File: config.mk
export PLATFORM = sky130hd
export DESIGN_NAME = oversampled_full_duplex_uart_flat
export DESIGN_NICKNAME = d
export VERILOG_FILES = /design/src/hw/rtl/ofdu_pkg.sv /design/src/hw/rtl/ofdu_if.sv /design/src/hw/rtl/ofdu_ram.sv /design/src/hw/rtl/oversampled_full_duplex_uart.sv /design/src/flat_wrapper.sv
export SDC_FILE = /design/constraint.sdc
export NUM_CORES = 2
export LEC_CHECK = 0
export BUFFER_PORTS_ARGS = -buffer_cell sky130_fd_sc_hd__buf_2
export CAP_MARGIN = 20
export CORE_MARGIN = 2
export CORE_UTILIZATION = 51
export CTS_BUF_LIST = sky130_fd_sc_hd__clkbuf_8 sky130_fd_sc_hd__clkbuf_16
export DETAILED_ROUTE_END_ITERATION = 10
export MAX_ROUTING_LAYER = met4
export PLACE_DENSITY = 0.67
export REMOVE_ABC_BUFFERS = 1
export SETUP_SLACK_MARGIN = 0.1
export SYNTH_ARGS = -nofsm -noshare
export SYNTH_HDL_FRONTEND = slang
export SYNTH_HIERARCHICAL = 1
export SYNTH_SLANG_ARGS = --single-unit
File: constraint.sdc
create_clock -name clk -period 3.8 [get_ports clk]
set_input_delay 0.57 -clock clk [delete_from_list [all_inputs] [get_ports clk]]
set_output_delay 0.57 -clock clk [all_outputs]
set_load 0.1 [all_outputs]
File: src/hw/rtl/ofdu_pkg.sv
package ofdu_pkg;

	localparam int TX_FIFO_DEPTH = 64;
	localparam int RX_FIFO_DEPTH = 64;
	localparam int TX_PTR_W = $clog2(TX_FIFO_DEPTH);
	localparam int RX_PTR_W = $clog2(RX_FIFO_DEPTH);

	typedef logic [TX_PTR_W-1:0] tx_ptr_t;
	typedef logic [RX_PTR_W-1:0] rx_ptr_t;

	typedef logic [1:0] op_t;
	localparam op_t OP_TICK = 2'd0;
	localparam op_t OP_PUSH = 2'd1;
	localparam op_t OP_POP  = 2'd2;

	typedef logic [1:0] cfg_idx_t;
	localparam cfg_idx_t CFG_SAMPLING_FACTOR = 2'd0;
	localparam cfg_idx_t CFG_RX_PHASE_OFFSET = 2'd1;
	localparam cfg_idx_t CFG_TX_GUARD_BITS   = 2'd2;
	localparam cfg_idx_t CFG_RX_GUARD_BITS   = 2'd3;

	localparam logic [7:0] RST_SAMPLING_FACTOR = 8'd16;
	localparam logic [7:0] RST_RX_PHASE_OFFSET = 8'd8;
	localparam logic [3:0] RST_TX_GUARD_BITS   = 4'd3;
	localparam logic [3:0] RST_RX_GUARD_BITS   = 4'd2;

	// bit-state value of the last data/stop slot
	localparam logic [3:0] BIT_LAST = 4'd9;

endpackage

File: src/hw/rtl/ofdu_if.sv
interface ofdu_in_if;
	import ofdu_pkg::*;
	logic       valid;
	logic       ready;
	op_t        op;
	logic       rx_line;
	logic [7:0] data_in;
	modport source (output valid, op, rx_line, data_in, input ready);
	modport sink   (input valid, op, rx_line, data_in, output ready);
endinterface

interface ofdu_out_if;
	logic       valid;
	logic       ready;
	logic       tx_line;
	logic [7:0] data_out;
	logic       ok;
	modport source (output valid, tx_line, data_out, ok, input ready);
	modport sink   (input valid, tx_line, data_out, ok, output ready);
endinterface

File: src/hw/rtl/ofdu_ram.sv
module ofdu_ram #(
	parameter int DEPTH = 64,
	parameter int WIDTH = 8
) (
	input  logic                     clk,
	input  logic                     we,
	input  logic [$clog2(DEPTH)-1:0] waddr,
	input  logic [WIDTH-1:0]         wdata,
	input  logic                     re,
	input  logic [$clog2(DEPTH)-1:0] raddr,
	output logic [WIDTH-1:0]         rdata
);
	logic [WIDTH-1:0] mem [DEPTH];

	always_ff @(posedge clk) begin
		if (we) begin
			mem[waddr] <= wdata;
		end
	end

	always_ff @(posedge clk) begin
		if (re) begin
			rdata <= mem[raddr];
		end
	end
endmodule

File: src/hw/rtl/oversampled_full_duplex_uart.sv
// Two register stages, s2 and the output register, lie between an accepted word and its result.
// One word per cycle while the output is not stalled; the FIFO RAM read port sets the two-stage depth.
// Reset (arst_n low, async): engines idle, FIFOs empty, tx line high, registers at defaults.
// FIFO RAM contents are not cleared; only written entries are ever read.
module oversampled_full_duplex_uart (
	input  logic                      clk,
	input  logic                      arst_n,
	ofdu_in_if.sink                   in_ch,
	ofdu_out_if.source                out_ch,
	input  logic                      wr_en,
	input  ofdu_pkg::cfg_idx_t        wr_index,
	input  logic [7:0]                wr_data
);
	import ofdu_pkg::*;

	typedef struct packed {
		logic tx_line;
		logic ok;
		logic pop;
	} s2_t;

	// configuration registers
	logic [7:0] sampling_factor_q, rx_phase_offset_q;
	logic [3:0] tx_guard_bits_q, rx_guard_bits_q;

	// oversampling counter and engine state
	logic [7:0]  sample_count_q, sample_count_n;
	logic [7:0]  rx_phase_q, rx_phase_n;
	logic [3:0]  tx_bit_q, tx_bit_n;
	logic [7:0]  tx_shift_q, tx_shift_n, tx_shift_cur;
	logic [3:0]  tx_guard_q, tx_guard_n;
	logic        tx_level_q, tx_level_n;
	logic        tx_pend_q;
	tx_ptr_t     tx_rp_q, tx_rp_n, tx_wp_q, tx_wp_n, tx_wp_inc, tx_rp_inc;
	logic [3:0]  rx_bit_q, rx_bit_n;
	logic [7:0]  rx_shift_q, rx_shift_n, rx_shift_new;
	logic [11:0] rx_guard_q, rx_guard_n;
	rx_ptr_t     rx_rp_q, rx_rp_n, rx_wp_q, rx_wp_n, rx_wp_inc, rx_rp_inc;
	logic [7:0]  phase_sum;

	// RAM ports
	logic       tx_we, tx_re, rx_we, rx_re;
	logic [7:0] tx_rdata, rx_rdata;

	// pipeline
	logic       acc, ok_n, pop_n;
	logic       s2_v_q, out_v_q, s2_adv;
	s2_t        info_s2;
	logic       out_tx_q, out_ok_q;
	logic [7:0] out_data_q;

	assign acc    = in_ch.valid && in_ch.ready;
	assign s2_adv = !out_v_q || out_ch.ready;
	// input side only waits when both result slots are taken
	assign in_ch.ready = !s2_v_q || s2_adv;

	assign out_ch.valid    = out_v_q;
	assign out_ch.tx_line  = out_tx_q;
	assign out_ch.data_out = out_data_q;
	assign out_ch.ok       = out_ok_q;

	// ring pointer increments
	assign tx_wp_inc = (tx_wp_q == tx_ptr_t'(TX_FIFO_DEPTH - 1)) ? '0 : tx_wp_q + 1'b1;
	assign tx_rp_inc = (tx_rp_q == tx_ptr_t'(TX_FIFO_DEPTH - 1)) ? '0 : tx_rp_q + 1'b1;
	assign rx_wp_inc = (rx_wp_q == rx_ptr_t'(RX_FIFO_DEPTH - 1)) ? '0 : rx_wp_q + 1'b1;
	assign rx_rp_inc = (rx_rp_q == rx_ptr_t'(RX_FIFO_DEPTH - 1)) ? '0 : rx_rp_q + 1'b1;

	// A byte fetched from the tx FIFO lands in tx_rdata in the cycle after the
	// read; forward it so a factor of one can shift it out right away.
	assign tx_shift_cur = tx_pend_q ? tx_rdata : tx_shift_q;
	assign phase_sum    = sample_count_q + rx_phase_offset_q;
	assign rx_shift_new = {in_ch.rx_line, rx_shift_q[7:1]};

	always_comb begin
		sample_count_n = sample_count_q;
		rx_phase_n     = rx_phase_q;
		tx_bit_n       = tx_bit_q;
		tx_shift_n     = tx_shift_cur;
		tx_guard_n     = tx_guard_q;
		tx_level_n     = tx_level_q;
		tx_rp_n        = tx_rp_q;
		tx_wp_n        = tx_wp_q;
		rx_bit_n       = rx_bit_q;
		rx_shift_n     = rx_shift_q;
		rx_guard_n     = rx_guard_q;
		rx_rp_n        = rx_rp_q;
		rx_wp_n        = rx_wp_q;
		tx_we          = 1'b0;
		tx_re          = 1'b0;
		rx_we          = 1'b0;
		rx_re          = 1'b0;
		ok_n           = 1'b0;
		pop_n          = 1'b0;

		if (acc) begin
			case (in_ch.op)
				OP_TICK: begin
					ok_n = 1'b1;
					// transmitter: one step per bit period
					if (sample_count_q == '0) begin
						if (tx_bit_q == '0) begin
							if (tx_guard_q != '0) begin
								tx_guard_n = tx_guard_q - 1'b1;
							end else if (tx_rp_q != tx_wp_q) begin
								tx_re      = 1'b1;
								tx_rp_n    = tx_rp_inc;
								tx_level_n = 1'b0;
								tx_bit_n   = 4'd1;
							end
						end else if (tx_bit_q >= BIT_LAST) begin
							tx_level_n = 1'b1;
							tx_bit_n   = '0;
							tx_guard_n = tx_guard_bits_q;
						end else begin
							tx_level_n = tx_shift_cur[0];
							tx_shift_n = {1'b0, tx_shift_cur[7:1]};
							tx_bit_n   = tx_bit_q + 1'b1;
						end
					end
					// receiver: hunt for start, then sample at the fixed phase
					if (rx_bit_q == '0) begin
						if (rx_guard_q != '0) begin
							rx_guard_n = rx_guard_q - 1'b1;
						end else if (!in_ch.rx_line) begin
							rx_phase_n = (phase_sum >= sampling_factor_q) ?
								phase_sum - sampling_factor_q : phase_sum;
							rx_bit_n   = 4'd1;
						end
					end else if (sample_count_q == rx_phase_q) begin
						rx_shift_n = rx_shift_new;
						if (rx_bit_q >= BIT_LAST) begin
							// full FIFO drops the byte
							if (rx_wp_inc != rx_rp_q) begin
								rx_we   = 1'b1;
								rx_wp_n = rx_wp_inc;
							end
							rx_bit_n   = '0;
							rx_guard_n = 12'(rx_guard_bits_q) * 12'(sampling_factor_q);
						end else begin
							rx_bit_n = rx_bit_q + 1'b1;
						end
					end
					sample_count_n = sample_count_q + 1'b1;
					if (sample_count_n == sampling_factor_q) begin
						sample_count_n = '0;
					end
				end
				OP_PUSH: begin
					if (tx_wp_inc != tx_rp_q) begin
						tx_we   = 1'b1;
						tx_wp_n = tx_wp_inc;
						ok_n    = 1'b1;
					end
				end
				OP_POP: begin
					if (rx_rp_q != rx_wp_q) begin
						rx_re   = 1'b1;
						rx_rp_n = rx_rp_inc;
						ok_n    = 1'b1;
						pop_n   = 1'b1;
					end
				end
				default: begin
				end
			endcase
		end
	end

	ofdu_ram #(.DEPTH(TX_FIFO_DEPTH), .WIDTH(8)) u_tx_ram (
		.clk   (clk),
		.we    (tx_we),
		.waddr (tx_wp_q),
		.wdata (in_ch.data_in),
		.re    (tx_re),
		.raddr (tx_rp_q),
		.rdata (tx_rdata)
	);

	ofdu_ram #(.DEPTH(RX_FIFO_DEPTH), .WIDTH(8)) u_rx_ram (
		.clk   (clk),
		.we    (rx_we),
		.waddr (rx_wp_q),
		.wdata (rx_shift_new),
		.re    (rx_re),
		.raddr (rx_rp_q),
		.rdata (rx_rdata)
	);

	// configuration; writes take effect at once
	always_ff @(posedge clk or negedge arst_n) begin
		if (!arst_n) begin
			sampling_factor_q <= RST_SAMPLING_FACTOR;
			rx_phase_offset_q <= RST_RX_PHASE_OFFSET;
			tx_guard_bits_q   <= RST_TX_GUARD_BITS;
			rx_guard_bits_q   <= RST_RX_GUARD_BITS;
		end else if (wr_en) begin
			case (wr_index)
				CFG_SAMPLING_FACTOR: sampling_factor_q <= wr_data;
				CFG_RX_PHASE_OFFSET: rx_phase_offset_q <= wr_data;
				CFG_TX_GUARD_BITS:   tx_guard_bits_q   <= wr_data[3:0];
				CFG_RX_GUARD_BITS:   rx_guard_bits_q   <= wr_data[3:0];
				default: begin
				end
			endcase
		end
	end

	// engine state
	always_ff @(posedge clk or negedge arst_n) begin
		if (!arst_n) begin
			sample_count_q <= '0;
			rx_phase_q     <= '0;
			tx_bit_q       <= '0;
			tx_shift_q     <= '0;
			tx_guard_q     <= '0;
			tx_level_q     <= 1'b1;
			tx_pend_q      <= 1'b0;
			tx_rp_q        <= '0;
			tx_wp_q        <= '0;
			rx_bit_q       <= '0;
			rx_shift_q     <= '0;
			rx_guard_q     <= '0;
			rx_rp_q        <= '0;
			rx_wp_q        <= '0;
		end else begin
			sample_count_q <= sample_count_n;
			rx_phase_q     <= rx_phase_n;
			tx_bit_q       <= tx_bit_n;
			tx_shift_q     <= tx_shift_n;
			tx_guard_q     <= tx_guard_n;
			tx_level_q     <= tx_level_n;
			tx_pend_q      <= tx_re;
			tx_rp_q        <= tx_rp_n;
			tx_wp_q        <= tx_wp_n;
			rx_bit_q       <= rx_bit_n;
			rx_shift_q     <= rx_shift_n;
			rx_guard_q     <= rx_guard_n;
			rx_rp_q        <= rx_rp_n;
			rx_wp_q        <= rx_wp_n;
		end
	end

	// result pipeline: s2 waits for RAM read data, output register holds the word
	always_ff @(posedge clk or negedge arst_n) begin
		if (!arst_n) begin
			s2_v_q  <= 1'b0;
			out_v_q <= 1'b0;
		end else begin
			if (in_ch.ready) begin
				s2_v_q <= acc;
			end
			if (s2_adv) begin
				out_v_q <= s2_v_q;
			end
		end
	end

	always_ff @(posedge clk) begin
		if (acc) begin
			info_s2 <= '{tx_line: tx_level_n, ok: ok_n, pop: pop_n};
		end
		if (s2_adv && s2_v_q) begin
			out_tx_q   <= info_s2.tx_line;
			out_ok_q   <= info_s2.ok;
			out_data_q <= info_s2.pop ? rx_rdata : 8'd0;
		end
	end
endmodule

File: src/flat_wrapper.sv
// flat-port wrapper written by rule: the top's interface ports become plain ports
module oversampled_full_duplex_uart_flat import ofdu_pkg::*;
  (clk, arst_n, wr_en, wr_index, wr_data, in_ch_valid, in_ch_op, in_ch_rx_line, in_ch_data_in, in_ch_ready, out_ch_valid, out_ch_tx_line, out_ch_data_out, out_ch_ok, out_ch_ready);
  ofdu_in_if in_ch_i ();
  ofdu_out_if out_ch_i ();
  input  logic clk;
  input  logic arst_n;
  input  logic wr_en;
  input  ofdu_pkg::cfg_idx_t wr_index;
  input  logic [7:0] wr_data;
  input wire logic [$bits(in_ch_i.valid)-1:0] in_ch_valid;
  input wire logic [$bits(in_ch_i.op)-1:0] in_ch_op;
  input wire logic [$bits(in_ch_i.rx_line)-1:0] in_ch_rx_line;
  input wire logic [$bits(in_ch_i.data_in)-1:0] in_ch_data_in;
  output wire logic [$bits(in_ch_i.ready)-1:0] in_ch_ready;
  output wire logic [$bits(out_ch_i.valid)-1:0] out_ch_valid;
  output wire logic [$bits(out_ch_i.tx_line)-1:0] out_ch_tx_line;
  output wire logic [$bits(out_ch_i.data_out)-1:0] out_ch_data_out;
  output wire logic [$bits(out_ch_i.ok)-1:0] out_ch_ok;
  input wire logic [$bits(out_ch_i.ready)-1:0] out_ch_ready;
  assign in_ch_i.valid = in_ch_valid;
  assign in_ch_i.op = in_ch_op;
  assign in_ch_i.rx_line = in_ch_rx_line;
  assign in_ch_i.data_in = in_ch_data_in;
  assign in_ch_ready = in_ch_i.ready;
  assign out_ch_valid = out_ch_i.valid;
  assign out_ch_tx_line = out_ch_i.tx_line;
  assign out_ch_data_out = out_ch_i.data_out;
  assign out_ch_ok = out_ch_i.ok;
  assign out_ch_i.ready = out_ch_ready;
  oversampled_full_duplex_uart u_core (.clk(clk), .arst_n(arst_n), .in_ch(in_ch_i), .out_ch(out_ch_i), .wr_en(wr_en), .wr_index(wr_index), .wr_data(wr_data));
endmodule
==> Yosys cells after proc, flatten, opt, wreduce, memory -nomap -nowiden <==
Memory sizes are Yosys's and may differ from the RTL's. A register that Yosys moved wholly into a read port is not among the register bits.
Index checks and enable logic that the tools add are counted.
{ "totals": {"ff_bits": 121, "ram_bits": 1024, "inputBits": 26, "output_inout_bits": 12, "memories": 2} }
{ "classes": {"add_sub_neg": 11, "n_mul": 1, "magnitude_cmp": 3, "eq_ne": 21, "muxes": 58, "n_bitwise": 4, "n_reduce_logical": 31} }
{ "memory_table": {"columns": ["memory", "depth", "width", "rd", "rd_clocked_by_memory_dff", "write_ports", "line_no", "rtl"], "rows": [
  ["u_core.u_rx_ram.mem", 64, 8, 1, 1, 1, "ofdu_ram.sv:13", "logic [WIDTH-1:0] mem [DEPTH];"],
  ["u_core.u_tx_ram.mem", 64, 8, 1, 1, 1, "ofdu_ram.sv:13", null]
]} }
{ "op_table": {"columns": ["cell", "count"], "rows": [
  ["8-bit two-way mux", 8],
  ["12-bit two-way mux", 4],
  ["4-bit two-way mux", 12],
  ["1-bit two-way mux", 29],
  ["5-bit AND reduction", 5],
  ["6-bit by 1-bit adder with 6-bit output, second input constant", 4],
  ["6-bit equality test, second input constant", 4],
  ["6-bit two-way mux", 4],
  ["6-bit inequality test", 4],
  ["8-bit equality test", 2],
  ["4-bit by 8-bit multiplier with 12-bit output", 1],
  ["2-bit inequality test, second input constant", 6],
  ["6-bit AND reduction", 2],
  ["12-bit nonzero test", 1],
  ["12-bit by 1-bit subtractor with 12-bit output, second input constant", 1],
  ["2-bit AND reduction", 5],
  ["4-bit by 1-bit adder with 4-bit output, second input constant", 2],
  ["8-bit by 1-bit adder with 8-bit output, second input constant", 1],
  ["8-bit adder", 1],
  ["4-bit >= comparator, second input constant", 2],
  ["8-bit >= comparator", 1],
  ["4-bit logical NOT", 2],
  ["8-bit logical NOT", 1],
  ["8-bit subtractor", 1],
  ["other kinds (13)", 26]
]} }

==> Longest topological paths before layout <==
{ "logic_depth": {"ltp_word": 11, "depth_mapped": 15, "ltp_nobuf": 14} }

==> Hierarchy <==
Netlist, hierarchy kept.
{ "modules_own_cells": {"columns": ["module", "n_inst", "cells_per_inst", "area_each_um2", "seq_area_each_um2"], "rows": [
  ["ofdu_ram at u_core.u_rx_ram", 1, 972, 20270.7, 15615.0],
  ["ofdu_ram at u_core.u_tx_ram", 1, 940, 20246.9, 15615.0],
  ["oversampled_full_duplex_uart", 1, 860, 8170.3, 3075.4]
]} }

==> Worst setup path before layout <==
No wires, ideal clock.
{ "synth_path": {"path_kind": "reg-to-reg", "start": "reg u_core.out_v_q (netlist: u_core/out_ch.valid)", "end": "mem u_core.u_rx_ram.mem[33][0] (enable)", "setup_time_ps": 370, "arrival_time_ps": 4132, "required_ps": 3430, "setup_slack_ps": -702, "stages_incl_launch_ff": 9, "period_less_slack_ps": 4502, "cell_sequence": "dfrtp_1 nand3b_1 nand2_1 or4_1 nor2_1 nand2_1 or3_1 clkbuf_1 nor2_1"} }
{ "synth_between": {"elab_chain_len": 7} }
{ "synth_lines": {"columns": ["item", "line_no", "rtl"], "rows": [
  ["start, declared", "oversampled_full_duplex_uart.sv:47", "logic s2_v_q, out_v_q, s2_adv;"],
  ["start signal, assigned", "oversampled_full_duplex_uart.sv:253", "out_v_q <= s2_v_q;"],
  ["1-bit logical NOT", "oversampled_full_duplex_uart.sv:53", "assign s2_adv = !out_v_q || out_ch.ready;"],
  ["1-bit logical OR", "oversampled_full_duplex_uart.sv:53", null],
  ["1-bit logical OR", "oversampled_full_duplex_uart.sv:55", "assign in_ch.ready = !s2_v_q || s2_adv;"],
  ["named net in_ch_ready", "flat_wrapper.sv:15", "output wire logic [$bits(in_ch_i.ready)-1:0] in_ch_ready;"],
  ["1-bit logical AND", "oversampled_full_duplex_uart.sv:52", "assign acc = in_ch.valid && in_ch.ready;"],
  ["1-bit two-way mux", "oversampled_full_duplex_uart.sv:95", "if (acc) begin"],
  ["named net u_core.rx_we", "oversampled_full_duplex_uart.sv:42", "logic tx_we, tx_re, rx_we, rx_re;"],
  ["1-bit two-way mux", "ofdu_ram.sv:16", "if (we) begin"],
  ["1-bit two-way mux (implied by the code)", "ofdu_ram.sv:17", "mem[waddr] <= wdata;"],
  ["end, declared", "ofdu_ram.sv:13", null]
]} }
The timed path passes the listed nets, and every way through them passes these cells.

==> Worst setup path in the final report <==
{ "layout_path": {"start": "reg u_core.rx_bit_q[0]", "end": "mem u_core.u_rx_ram.mem[57][5] (enable)"} }
{ "layout_between": {"elab_chain_len": 8, "word_cells_on_any_way": 9} }
{ "layout_lines": {"columns": ["item", "line_no", "rtl"], "rows": [
  ["start, declared", "oversampled_full_duplex_uart.sv:35", "logic [3:0] rx_bit_q, rx_bit_n;"],
  ["start signal, assigned", "oversampled_full_duplex_uart.sv:235", "rx_bit_q <= rx_bit_n;"],
  ["4-bit >= comparator", "oversampled_full_duplex_uart.sv:131", "if (rx_bit_q >= BIT_LAST) begin"],
  ["1-bit two-way mux", "oversampled_full_duplex_uart.sv:131", null],
  ["1-bit two-way mux", "oversampled_full_duplex_uart.sv:129", "end else if (sample_count_q == rx_phase_q) begin"],
  ["1-bit two-way mux (*)", "oversampled_full_duplex_uart.sv:121", "if (rx_bit_q == '0) begin"],
  ["1-bit two-way mux (*)", "oversampled_full_duplex_uart.sv:96", "case (in_ch.op)"],
  ["1-bit two-way mux (*)", "oversampled_full_duplex_uart.sv:95", null],
  ["named net u_core.rx_we", "oversampled_full_duplex_uart.sv:42", null],
  ["1-bit two-way mux (*)", "ofdu_ram.sv:16", null],
  ["1-bit two-way mux (implied by the code) (*)", "ofdu_ram.sv:17", null]
]} }
The timed path passes the listed nets; every way through them passes the cells marked *.

==> results_dict.tcl <==
set metrics [dict create \
    postSynthCellCount 2772 \
    diodes 0 \
    hold_viol_final 0 \
    dp_hpwl_mm 71.99 \
    final_cell_mix "edfxtp_1, mux4_2, nor2_1" \
    cellPowerDensity_mw_per_mm2 544.8 \
    worst_path_max_delay_cell "or4_1" \
    fp.coreArea_mm2 0.09487 \
    syn_avg_cell_area_um2 17.56 \
    grt_pass1_vias 26803 \
    route.detailed.drc 0 \
    critical_path_arrival_ns 3.84 \
    cap_violations 0 \
    path_buf_inv 4 \
    hold_class "primary input to flop" \
    syn_area_mm2 0.04869 \
    critPathMaxFanout 8 \
    worst_hold_slack_ns 0.1123 \
    crit_path_frequent_cell "buf_4" \
    routedWlPerCell_um 26.14 \
    ys.flop_type "edfxtp_1" \
    die_w_um 313.0 \
    layout.nets 2989 \
    finalCritPeriodShare_pct 93.02 \
    timing.fmax_ghz 0.2829 \
    vias_per_cell 6.200 \
    synth_seq_cells 1160 \
    gp_congestion 0.9042 \
    grt_setup_unrepaired "false" \
    die-area_mm2 0.09795 \
    endpoint_kind "flop" \
    antenna_left 0 \
    std_cell_rows 113 \
    htreeDepth 3 \
    ios 38 \
    cp-start-kind "flop" \
    pre_cts_slack_ns 0.1575 \
    clock_skew_ns 0.04402 \
    start_util_pct 51.32 \
    grt_overflow 0 \
    die_h_um 313.0 \
    grtUsageTotal_pct 23.54 \
    grt_start_max_net_pins 85 \
    antenna_found_initial 0 \
    layout_setup_ws_ns 0.2653 \
    clkSlewWorstSetupHoldPaths_ns 0.07 \
    power.leakage_nw 18.19 \
    final_cells 4262 \
    critPathMaxStageDelay_ns 0.59 \
    drt_iter0_drc 3225 \
    tightest_slew_ns 1.048 \
    drv_slew 0 \
    synth_cell_types 81 \
    synth-edff-count 1053 \
    port_buffers 37 \
    crit_type "flop to flop" \
    outcome "completed" \
    max-slew-margin-rel_pct 29.88 \
    grt_pass1_wl_mm 169.0 \
    drt-total-wl_mm 111.4 \
    crit_chain "inv_1 -> ha_1 -> nand2b_1 -> o21ai_0 -> or4_1 -> nor2_1 -> buf_4 -> buf_4 -> nand3_1 -> buf_4 -> nor2_1" \
    layout-drive-gt1-share_pct 22.66 \
    vias 26426 \
    area_delta_synth_final_pct 11.99 \
    numCtsBuffers 111 \
    vdd_drop_max_uv 411.1 \
    clock_path_buffers 3 \
    root_buffer "clkbuf_16" \
    setup_viol 0 \
    final_common_cell "edfxtp_1" \
    postCtsSetupBuffers 0 \
    fin_crit_ns 3.535 \
    cp_top_family "simple AND/OR/NAND/NOR gates" \
    finalSetupTns_ns 0 \
    p_total_mw 29.71 \
    post-place-cells 4050 \
    synthArstFlopShare_pct 9.224 \
    ys_warn_count 6 \
    fillCellCount 6979 \
    clock_latency_ns 0.70 \
    cts_sinks 1160 \
    cts_tree "built" \
    critPathRequiredTime_ns 4.10 \
    dr.pass1.iters 6 \
    synth-seq-area-share_pct 70.46 \
]
==> per-layer routing <==
metal / part of all wire [%] / GRT usage, % / routed length (µm) / vias up
met5: 0 / - / 0 / -
met3: 7.1 / 3.434 / 7930 / 197
li1: - / - / - / 11337
met2: 49 / 37.18 / 54270 / 1113
met4: 2.6 / 6.470 / 2866 / 0
met1: 42 / 32.43 / 46330 / 13779
==> path summary, 6_finish.rpt <==
path,from,endpoint,slack [ns],depth (start not counted)
worst min register to register,u_core/info_s2[2]$_DFFE_PP_,u_core/out_ch.tx_line$_DFFE_PP_,0.43,0
min in group asynchronous,arst_n,u_core/sample_count_q[5]$_DFFE_PN0P_,0.47,2
worst max-delay path,u_core/rx_bit_q[0]$_DFFE_PN0P_,u_core/u_rx_ram/mem[57][5]$_DFFE_PP_,0.27,11
worst max register to register,u_core/rx_bit_q[0]$_DFFE_PN0P_,u_core/u_rx_ram/mem[57][5]$_DFFE_PP_,0.27,11
max in group asynchronous,arst_n,u_core/tx_level_q$_DFF_PN1_,2.53,3
worst min-delay path,in_ch_valid,u_core/s2_v_q$_DFFE_PN0N_,0.11,2
==> metrics by stage <==
step                      cell area [µm²]  utilization (%)
after CTS                           54380            57.32
after floorplan                     47910                -
after detailed placement            50710            53.46
after global placement              50670            53.42
final                               54530            57.48
after global routing                54530            57.48
==> logic make-up (layout without fill, tap and decap cells) <==
kind of cell,after synthesis,in the layout,synth area share [%]
flops,1160,1160,70.46
fa+ha+maj,59,59,1.732
xor+xnor,51,51,0.9174
buf+inv,196,421,2.007
compound gates,334,334,4.700
simple gates,619,619,6.232
mux,353,353,13.95
==> where the power goes <==
part	internal, mW	switching [mW]
Clock	6.33	4.64
Sequential	14.0	0.233
Combinational	1.79	2.69
Total	22.1	7.56
==> cell type report <==
| cell class | count | area [µm²] | area share [%] |
|---|---|---|---|
| flip-flops and latches | 1160 | 34340 | 62.97 |
| multi-input cells | 1416 | 13450 | 24.66 |
| clock buffers | 120 | 2924 | 5.363 |
| well taps | 1265 | 1583 | 2.903 |
| repair buffers | 161 | 1304 | 2.391 |
| clock inverters | 86 | 733.2 | 1.345 |
| inverters | 54 | 202.7 | 0.3717 |
==> state kept, by name (all words and copies together) (netlist names), 7 cells and up <==
name / cells
u_core/u_tx_ram/rdata: 8
u_core/u_tx_ram/mem: 512
u_core/rx_guard_q: 12
u_core/rx_phase_offset_q: 8
u_core/sampling_factor_q: 8
u_core/u_rx_ram/rdata: 8
u_core/out_ch.data_out: 8
u_core/rx_phase_q: 8
u_core/sample_count_q: 8
u_core/rx_shift_q: 7
u_core/u_rx_ram/mem: 512
u_core/tx_shift_q: 8
==> synthesized netlist by cell type, types with 16 or more instances <==
cell      instances  share of area [%]
edfxtp_1       1053                 65
mux4_2          256                 12
nor2_1          219                1.7
nand2_1         106               0.82
dfrtp_1         101                5.2
o21ai_0          72               0.74
clkbuf_1         65               0.50
nand3_1          62               0.64
inv_1            52               0.40
mux2i_1          52                1.1
a21oi_1          46               0.47
ha_1             45                1.2
mux2_2           45                1.0
and2_1           38               0.49
nor2b_1          36               0.46
o22ai_1          35               0.45
buf_2            34               0.35
nor3_1           32               0.33
xnor2_1          32               0.58
buf_4            22               0.34
nand2b_1         22               0.28
a31oi_1          19               0.24
xor2_1           19               0.34
nand3b_1         16               0.25
nand4_1          16               0.21
==> repair_timing <==
| item | in CTS | in global routing |
|---|---|---|
| hold endpoints to repair | 47 | 0 |
| setup endpoints to repair | 0 | 75 |
| hold buffers | 1 | 0 |
| gates resized for setup | 0 | 12 |
No activity file was read; power rests on OpenSTA's default activity.
